<file path="config.mk">
export PLATFORM = sky130hd
export DESIGN_NAME = next_fit_handle_allocator_unit
export DESIGN_NICKNAME = d
export VERILOG_FILES = /design/src/hdl/nfha_pkg.sv /design/src/hdl/next_fit_handle_allocator_unit.sv /design/src/hdl/nfha_ram.sv
export SDC_FILE = /design/constraint.sdc
export NUM_CORES = 2
export LEC_CHECK = 0
export BUFFER_PORTS_ARGS = -buffer_cell sky130_fd_sc_hd__buf_2
export CORE_UTILIZATION = 45
export DETAILED_ROUTE_END_ITERATION = 8
export SYNTH_ARGS = -nofsm -noshare
export SYNTH_HDL_FRONTEND = slang
export SYNTH_SLANG_ARGS = --single-unit
</file>
<file path="constraint.sdc">
create_clock -name clk -period 10.56 [get_ports clk]
set_input_delay 0.528 -clock clk [delete_from_list [all_inputs] [get_ports clk]]
set_output_delay 0.528 -clock clk [all_outputs]
set_load 0.01 [all_outputs]
</file>
<file path="src/hdl/nfha_pkg.sv">
`default_nettype none
// ----------------------------------------------------------------------------
// nfha_pkg: shared definitions of the next-fit handle allocator
// Field widths, action and status codes, and default parameter values.
// ----------------------------------------------------------------------------
package nfha_pkg;

  localparam int SLOT_COUNT_DEF   = 64;
  localparam int PAYLOAD_BITS_DEF = 32;

  // Fixed widths of the word fields.
  localparam int ACTION_W  = 2;
  localparam int PAYLOAD_W = 32;
  localparam int STATUS_W  = 2;

  typedef logic [ACTION_W-1:0] action_t;
  typedef logic [STATUS_W-1:0] status_t;

  localparam action_t ACT_ALLOCATE = 2'd0;
  localparam action_t ACT_RELEASE  = 2'd1;
  localparam action_t ACT_LOOKUP   = 2'd2;

  localparam status_t ST_OK     = 2'd0;
  localparam status_t ST_FULL   = 2'd1;
  localparam status_t ST_ABSENT = 2'd2;

endpackage : nfha_pkg
`default_nettype wire

</file>
<file path="src/hdl/next_fit_handle_allocator_unit.sv">
`default_nettype none
// ----------------------------------------------------------------------------
// next_fit_handle_allocator_unit: next-fit handle table
// Grants ids 1..SLOT_COUNT from a rotating pointer, frees them and looks up
// the payload stored with each id.
// ----------------------------------------------------------------------------
// Allocate and release write their result into the output register on
// acceptance; lookup first waits in the read state for the registered read
// data of the payload memory. The used marks live in flip-flops cleared by
// reset, and the next free id is found in the accepting cycle by a rotated
// priority search over them, so no clearing pass follows reset. The output
// register lets a new word be taken in the cycle the pending result is taken.
// A full pool answers status full; releasing or looking up a free or
// out-of-range id answers status not present.
module next_fit_handle_allocator_unit #(
  parameter int SLOT_COUNT   = nfha_pkg::SLOT_COUNT_DEF,
  parameter int PAYLOAD_BITS = nfha_pkg::PAYLOAD_BITS_DEF
) (
  input  wire logic                               clk,
  input  wire logic                               rst_n,
  input  wire logic                               in_valid,
  output logic                                    in_stall,
  input  wire logic [nfha_pkg::ACTION_W-1:0]      in_action,
  input  wire logic [$clog2(SLOT_COUNT+1)-1:0]    in_slot,
  input  wire logic [nfha_pkg::PAYLOAD_W-1:0]     in_payload,
  output logic                                    out_valid,
  input  wire logic                               out_stall,
  output logic      [$clog2(SLOT_COUNT+1)-1:0]    out_slot_id,
  output logic      [nfha_pkg::PAYLOAD_W-1:0]     out_found_payload,
  output logic      [nfha_pkg::STATUS_W-1:0]      out_status
);

  localparam int ID_W   = $clog2(SLOT_COUNT + 1);
  localparam int IDX_W  = $clog2(SLOT_COUNT);
  localparam int KEEP_W = (PAYLOAD_BITS < nfha_pkg::PAYLOAD_W) ? PAYLOAD_BITS
                                                                : nfha_pkg::PAYLOAD_W;
  localparam logic [ID_W-1:0]  SLOT_MAX = ID_W'(SLOT_COUNT);
  localparam logic [IDX_W-1:0] IDX_LAST = IDX_W'(SLOT_COUNT - 1);

  typedef enum logic {S_IDLE, S_READ} state_t;

  state_t                         state_r, state_nxt;
  logic [SLOT_COUNT-1:0]          used_r, used_nxt;
  logic [ID_W-1:0]                next_cand_r, next_cand_nxt;
  logic                           hit_r, hit_nxt;
  logic                           out_valid_r, out_valid_nxt;
  logic [ID_W-1:0]                out_slot_id_r, out_slot_id_nxt;
  logic [nfha_pkg::PAYLOAD_W-1:0] out_found_payload_r, out_found_payload_nxt;
  nfha_pkg::status_t              out_status_r, out_status_nxt;

  logic                  in_fire;
  logic                  out_fire;
  logic [ID_W-1:0]       slot_m1;
  logic [IDX_W-1:0]      slot_idx;
  logic                  slot_used;
  logic [ID_W-1:0]       cand;
  logic [ID_W-1:0]       cand_m1;
  logic [IDX_W-1:0]      cand_idx;
  logic                  hit_hi, hit_lo;
  logic [IDX_W-1:0]      idx_hi, idx_lo;
  logic                  grant_ok;
  logic [IDX_W-1:0]      grant_idx;
  logic                  mem_we;
  logic [KEEP_W-1:0]     mem_rdata;

  assign out_fire = out_valid_r && !out_stall;
  assign in_stall = (state_r != S_IDLE) || (out_valid_r && out_stall);
  assign in_fire  = in_valid && !in_stall;

  assign slot_m1   = in_slot - ID_W'(1);
  assign slot_idx  = slot_m1[IDX_W-1:0];
  assign slot_used = (in_slot != '0) && (in_slot <= SLOT_MAX) && used_r[slot_idx];

  // The pointer always holds a valid id, but fall back to id 1 if it does not.
  assign cand     = ((next_cand_r != '0) && (next_cand_r <= SLOT_MAX)) ? next_cand_r
                                                                     : ID_W'(1);
  assign cand_m1  = cand - ID_W'(1);
  assign cand_idx = cand_m1[IDX_W-1:0];

  // Rotated priority search: lowest free entry at or above the pointer,
  // otherwise the lowest free entry overall.
  always_comb begin
    hit_hi = 1'b0;
    hit_lo = 1'b0;
    idx_hi = '0;
    idx_lo = '0;
    for (int i = SLOT_COUNT - 1; i >= 0; i--) begin
      if (!used_r[i]) begin
        hit_lo = 1'b1;
        idx_lo = IDX_W'(i);
        if (IDX_W'(i) >= cand_idx) begin
          hit_hi = 1'b1;
          idx_hi = IDX_W'(i);
        end
      end
    end
  end

  assign grant_ok  = hit_lo;
  assign grant_idx = hit_hi ? idx_hi : idx_lo;
  assign mem_we    = in_fire && (in_action == nfha_pkg::ACT_ALLOCATE) && grant_ok;

  nfha_ram #(
    .WIDTH (KEEP_W),
    .DEPTH (SLOT_COUNT)
  ) u_payload_ram (
    .clk   (clk),
    .we    (mem_we),
    .waddr (grant_idx),
    .wdata (in_payload[KEEP_W-1:0]),
    .raddr (slot_idx),
    .rdata (mem_rdata)
  );

  always_comb begin
    state_nxt             = state_r;
    used_nxt              = used_r;
    next_cand_nxt         = next_cand_r;
    hit_nxt               = hit_r;
    out_valid_nxt         = out_valid_r && !out_fire;
    out_slot_id_nxt       = out_slot_id_r;
    out_found_payload_nxt = out_found_payload_r;
    out_status_nxt        = out_status_r;

    unique case (state_r)
      S_IDLE: begin
        if (in_fire) begin
          out_slot_id_nxt       = '0;
          out_found_payload_nxt = '0;
          out_status_nxt        = nfha_pkg::ST_OK;
          out_valid_nxt         = 1'b1;
          unique case (in_action)
            nfha_pkg::ACT_ALLOCATE: begin
              if (grant_ok) begin
                used_nxt[grant_idx] = 1'b1;
                out_slot_id_nxt     = ID_W'(grant_idx) + ID_W'(1);
                next_cand_nxt       = (grant_idx == IDX_LAST) ? ID_W'(1)
                                                              : ID_W'(grant_idx) + ID_W'(2);
              end else begin
                out_status_nxt = nfha_pkg::ST_FULL;
              end
            end
            nfha_pkg::ACT_RELEASE: begin
              if (slot_used) begin
                used_nxt[slot_idx] = 1'b0;
              end else begin
                out_status_nxt = nfha_pkg::ST_ABSENT;
              end
            end
            nfha_pkg::ACT_LOOKUP: begin
              // The result waits in the read state for the registered payload memory read.
              hit_nxt       = slot_used;
              out_valid_nxt = 1'b0;
              state_nxt     = S_READ;
            end
            default: begin
            end
          endcase
        end
      end
      S_READ: begin
        out_valid_nxt         = 1'b1;
        out_slot_id_nxt       = '0;
        out_found_payload_nxt = hit_r ? nfha_pkg::PAYLOAD_W'(mem_rdata) : '0;
        out_status_nxt        = hit_r ? nfha_pkg::ST_OK : nfha_pkg::ST_ABSENT;
        state_nxt             = S_IDLE;
      end
      default: begin
        state_nxt = S_IDLE;
      end
    endcase
  end

  always_ff @(posedge clk) begin
    if (!rst_n) begin
      state_r     <= S_IDLE;
      used_r      <= '0;
      next_cand_r <= ID_W'(1);
      out_valid_r <= 1'b0;
    end else begin
      state_r     <= state_nxt;
      used_r      <= used_nxt;
      next_cand_r <= next_cand_nxt;
      out_valid_r <= out_valid_nxt;
    end
    hit_r               <= hit_nxt;
    out_slot_id_r       <= out_slot_id_nxt;
    out_found_payload_r <= out_found_payload_nxt;
    out_status_r        <= out_status_nxt;
  end

  assign out_valid         = out_valid_r;
  assign out_slot_id       = out_slot_id_r;
  assign out_found_payload = out_found_payload_r;
  assign out_status        = out_status_r;

  // A lookup in flight always finds the output register empty.
  a_read_out_free: assert property (@(posedge clk) disable iff (!rst_n)
    state_r == S_READ |-> !out_valid_r)
    else $error("lookup completes while the output register is occupied");

  // A granted id is marked used in the next cycle.
  a_grant_marks: assert property (@(posedge clk) disable iff (!rst_n)
    mem_we |=> used_r[$past(grant_idx)])
    else $error("granted id not marked used");

  // The rotating pointer stays a valid id.
  a_cand_range: assert property (@(posedge clk) disable iff (!rst_n)
    next_cand_r != '0 && next_cand_r <= SLOT_MAX)
    else $error("next candidate out of range");

endmodule : next_fit_handle_allocator_unit
`default_nettype wire

</file>
<file path="src/hdl/nfha_ram.sv">
`default_nettype none
// ----------------------------------------------------------------------------
// nfha_ram: generic simple dual-port RAM
// One write port and one read port, read data registered.
// ----------------------------------------------------------------------------
module nfha_ram #(
  parameter int WIDTH = 32,
  parameter int DEPTH = 64
) (
  input  wire logic                     clk,
  input  wire logic                     we,
  input  wire logic [$clog2(DEPTH)-1:0] waddr,
  input  wire logic [WIDTH-1:0]         wdata,
  input  wire logic [$clog2(DEPTH)-1:0] raddr,
  output logic      [WIDTH-1:0]         rdata
);

  logic [WIDTH-1:0] mem [DEPTH];

  always_ff @(posedge clk) begin
    if (we) begin
      mem[waddr] <= wdata;
    end
    rdata <= mem[raddr];
  end

endmodule : nfha_ram
`default_nettype wire

</file>
==> flow_summary.json <==
{
  "setup_viol_count_final": 0,
  "reg2reg_from": "next_cand_r[6]$_SDFFE_PN0P_",
  "hold_depth": 3,
  "port-buffer-count": 87,
  "grt_max_degree": 114,
  "hp-start": "in_action[1]",
  "avgSynthCellArea_um2": 16.8,
  "ctsLongestPathBuffers": 3,
  "synth-async-reset-ratio": 0,
  "fin_tns_setup_ns": 0,
  "syn-instance-count": 4916,
  "min_path_type": "in2reg",
  "yosysWarnings": 0,
  "numCtsBuffers": 205,
  "synth_top_family_by_area": "compound AO/OA/AOI/OAI gates",
  "muxShareOfSynthArea": 0.00172,
  "h-tree-depth": 4,
  "nets": 5067,
  "status": "finished, final reports clean",
  "synth_edf_count": 2090,
  "yosysSeqAreaShare": 0.784,
  "critPathMaxFanout": 25,
  "antenna_left": 0,
  "synthSimpleGateAreaFrac": 0.0392,
  "first_global_vias": 46600,
  "die_w_um": 431,
  "hold_ws_ns": 0.175,
  "cap_violations": 0,
  "die_h_um": 431,
  "p_per_area_nw_per_um2": 194,
  "cts.sinks": 2195,
  "slew_headroom": 0.105,
  "drt-total-wl_um": 260000,
  "worstSkewPairLatency_ns": 0.86,
  "gp_congestion": 0.927,
  "reg2reg_to": "u_payload_ram.mem[62][26]$_DFFE_PP_",
  "place_inst": 7267,
  "synth-xor-area-share": 0.00148,
  "placed_cell_area_um2": 86600,
  "fmax_ghz": 0.113,
  "cts_setup_buffers": 0,
  "cts_resized": 0,
  "final_cells": 7651,
  "crit_required_ns": 11.10,
  "core-area_um2": 183000,
  "first_pass_iters": 6,
  "fp-row-count": 157,
  "synth_fp_nets": 4971,
  "overflow": 0,
  "io_pins": 88,
  "period_share": 0.839,
  "synth_ff_type": "edfxtp_1",
  "place_ws_ns": 1.88,
  "crit_arrival_ns": 9.40,
  "setup.worst_path.class": "reg2reg",
  "rsz0062_at_grt": "no",
  "drt_drc_violations_left": 0,
  "whs_endpoint": "hit_r$_DFFE_PP_",
  "grt.total_usage": 0.275,
  "r2r_slack_ns": 1.70,
  "clock_skew_ns": 0.0504,
  "min_period_ns": 8.86,
  "synthAdderAreaFrac": 0.00151,
  "power.leakage_nw": 28.4,
  "clk_pin_slew_worst_paths_ns": 0.06,
  "ys_seq_elements": 2195,
  "worst_slack_ns": 1.70,
  "clk_root_buffer_cell": "clkbuf_16",
  "peakVddDrop_v": 0.000152,
  "num_vias": 50100,
  "final_area_um2": 93200,
  "reg2reg_depth": 18,
  "synth_area_um2": 82700,
  "synth-compound-area-share": 0.154,
  "die_area_um2": 186000,
  "hpwl_um": 152000,
  "finalHoldViolations": 0,
  "drive_above_1_share": 0.125,
  "crit_path_start_kind": "register",
  "tightest_slew_ns": 1.34,
  "end_kind": "register",
  "tritoncts": "built",
  "wl_per_cell_um": 33.9,
  "avgViaCountPerCell": 6.55,
  "area_growth_pct": 12.6,
  "grt_antenna_before_repair": 23,
  "post_synth_num_cell_types": 99,
  "drt_iter0_markers": 7131,
  "finalMaxSlewViolations": 0,
  "start_util": 0.452,
  "grt_pass1_wl_um": 363000,
  "hold_buffers": 2
}
cell usage after synthesis (all sizes together), types with 42 or more instances:
library cell / instances / share of area
a31oi: 221 / 0.017
and3: 65 / 0.0049
o21ai: 104 / 0.0063
a21oi: 102 / 0.0064
clkbuf: 263 / 0.012
nand4: 56 / 0.0042
o211ai: 51 / 0.0046
a22o: 198 / 0.021
nor3: 42 / 0.0028
nor2: 99 / 0.0046
edfxtp: 2090 / 0.76
nand3: 53 / 0.0033
dfxtp: 105 / 0.025
nor4: 42 / 0.0032
a22oi: 645 / 0.059
nand2: 134 / 0.0063
a221oi: 196 / 0.021
buf: 76 / 0.0041
logic make-up (layout without fill, tap and decap cells):
kind of cell | after synthesis | in the layout
flip-flops | 2195 | 2195
AO/OA/AOI/OAI | 1708 | 1708
AND/OR/NAND/NOR | 602 | 602
buffers and inverters | 377 | 646
XOR/XNOR | 14 | 14
adder cells (fa/ha/maj) | 10 | 10
multiplexers | 10 | 10
other | 0 | 2
where the power goes:
part           internal, mW  switching (mW)
clock network          4.01            3.18
registers              9.58          0.0228
logic                 0.296           0.944
critical path: stages, from the launching register on:
cell and delay (ns):
dfxtp_1 0.71, nor3b_1 0.36, nand2_1 0.32, a21oi_1 0.34, ha_1 0.71, nor4b_1 0.47
a221o_1 0.59, buf_4 0.28, o22ai_1 0.18, a22o_1 0.34, or3_4 0.41, nand4bb_4 0.27
a41oi_1 0.21, o41a_1 0.48, and3_1 0.42, nor2b_1 1.08, nand2_1 0.24, nor2_4 0.80
buf_4 0.32
metrics by stage:
step,total power [mW],util
5_1_grt,18.5,0.509
3_3_place_gp,11.0,0.474
3_5_place_dp,11.0,0.474
4_1_cts,18.1,0.509
6_report,18.0,0.509
2_1_floorplan,10.3,-
layer usage:
layer  GRT usage  vias to the layer above  wire, um  share of wire
met2       0.421                     2851    119000           0.46
met4      0.0852                       10      8170          0.031
li1            -                    20900         -              -
met1       0.394                    26000    107000           0.41
met3      0.0586                      414     25800          0.099
met5           0                        -        79        0.00030
sequential cells by signal, indices dropped and copies added, names as in the netlist, 2 cells and up:
signal,cells
u_payload_ram.mem,2048
used_r,64
out_found_payload,32
u_payload_ram.rdata,32
next_cand_r,7
out_slot_id,7
out_status,2
layout by cell type, fill, tap and decap left out, drive strengths merged, types with 10 or more instances in the layout:
cell / netlist / final
ha: 10 / 10
a41oi: 35 / 35
o21a: 29 / 29
buf: 76 / 226
clkinv: 0 / 87
nor2: 99 / 99
a22oi: 645 / 645
nor2b: 23 / 23
nor4: 42 / 42
inv: 38 / 46
or4: 11 / 11
nand3: 53 / 53
a22o: 198 / 198
a31oi: 221 / 221
bufinv: 0 / 12
o22ai: 27 / 27
nand2b: 23 / 23
clkbuf: 263 / 271
nand2: 134 / 134
o211ai: 51 / 51
and2: 20 / 20
a221oi: 196 / 196
a21oi: 102 / 102
and3: 65 / 65
dfxtp: 105 / 105
nor3: 42 / 42
a211oi: 10 / 10
o21ai: 104 / 104
edfxtp: 2090 / 2090
nand4: 56 / 56
how the worst max path moves through the flow:
stage                                                to                        start  cells past startpoint
CTS                 u_payload_ram.mem[62][26]$_DFFE_PP_  next_cand_r[6]$_SDFFE_PN0P_                     18
global placement    u_payload_ram.mem[13][20]$_DFFE_PP_  next_cand_r[6]$_SDFFE_PN0P_                     16
finish              u_payload_ram.mem[62][26]$_DFFE_PP_  next_cand_r[6]$_SDFFE_PN0P_                     18
floorplan             u_payload_ram.mem[7][0]$_DFFE_PP_  next_cand_r[0]$_SDFFE_PN1P_                     19
global route        u_payload_ram.mem[62][26]$_DFFE_PP_  next_cand_r[6]$_SDFFE_PN0P_                     18
detailed placement  u_payload_ram.mem[62][26]$_DFFE_PP_  next_cand_r[6]$_SDFFE_PN0P_                     18
layout make-up:
class                      count  area (um2)
multi-input combinational   2344       16900
sequential                  2195       64900
timing repair buffer         228        1690
fill                       14800       89700
inverter                      38         143
antenna                        2        5.00
clock buffer                 271        5590
tap                         2464        3080
clock inverter               109         906
Power figures use the tool's default switching activity.
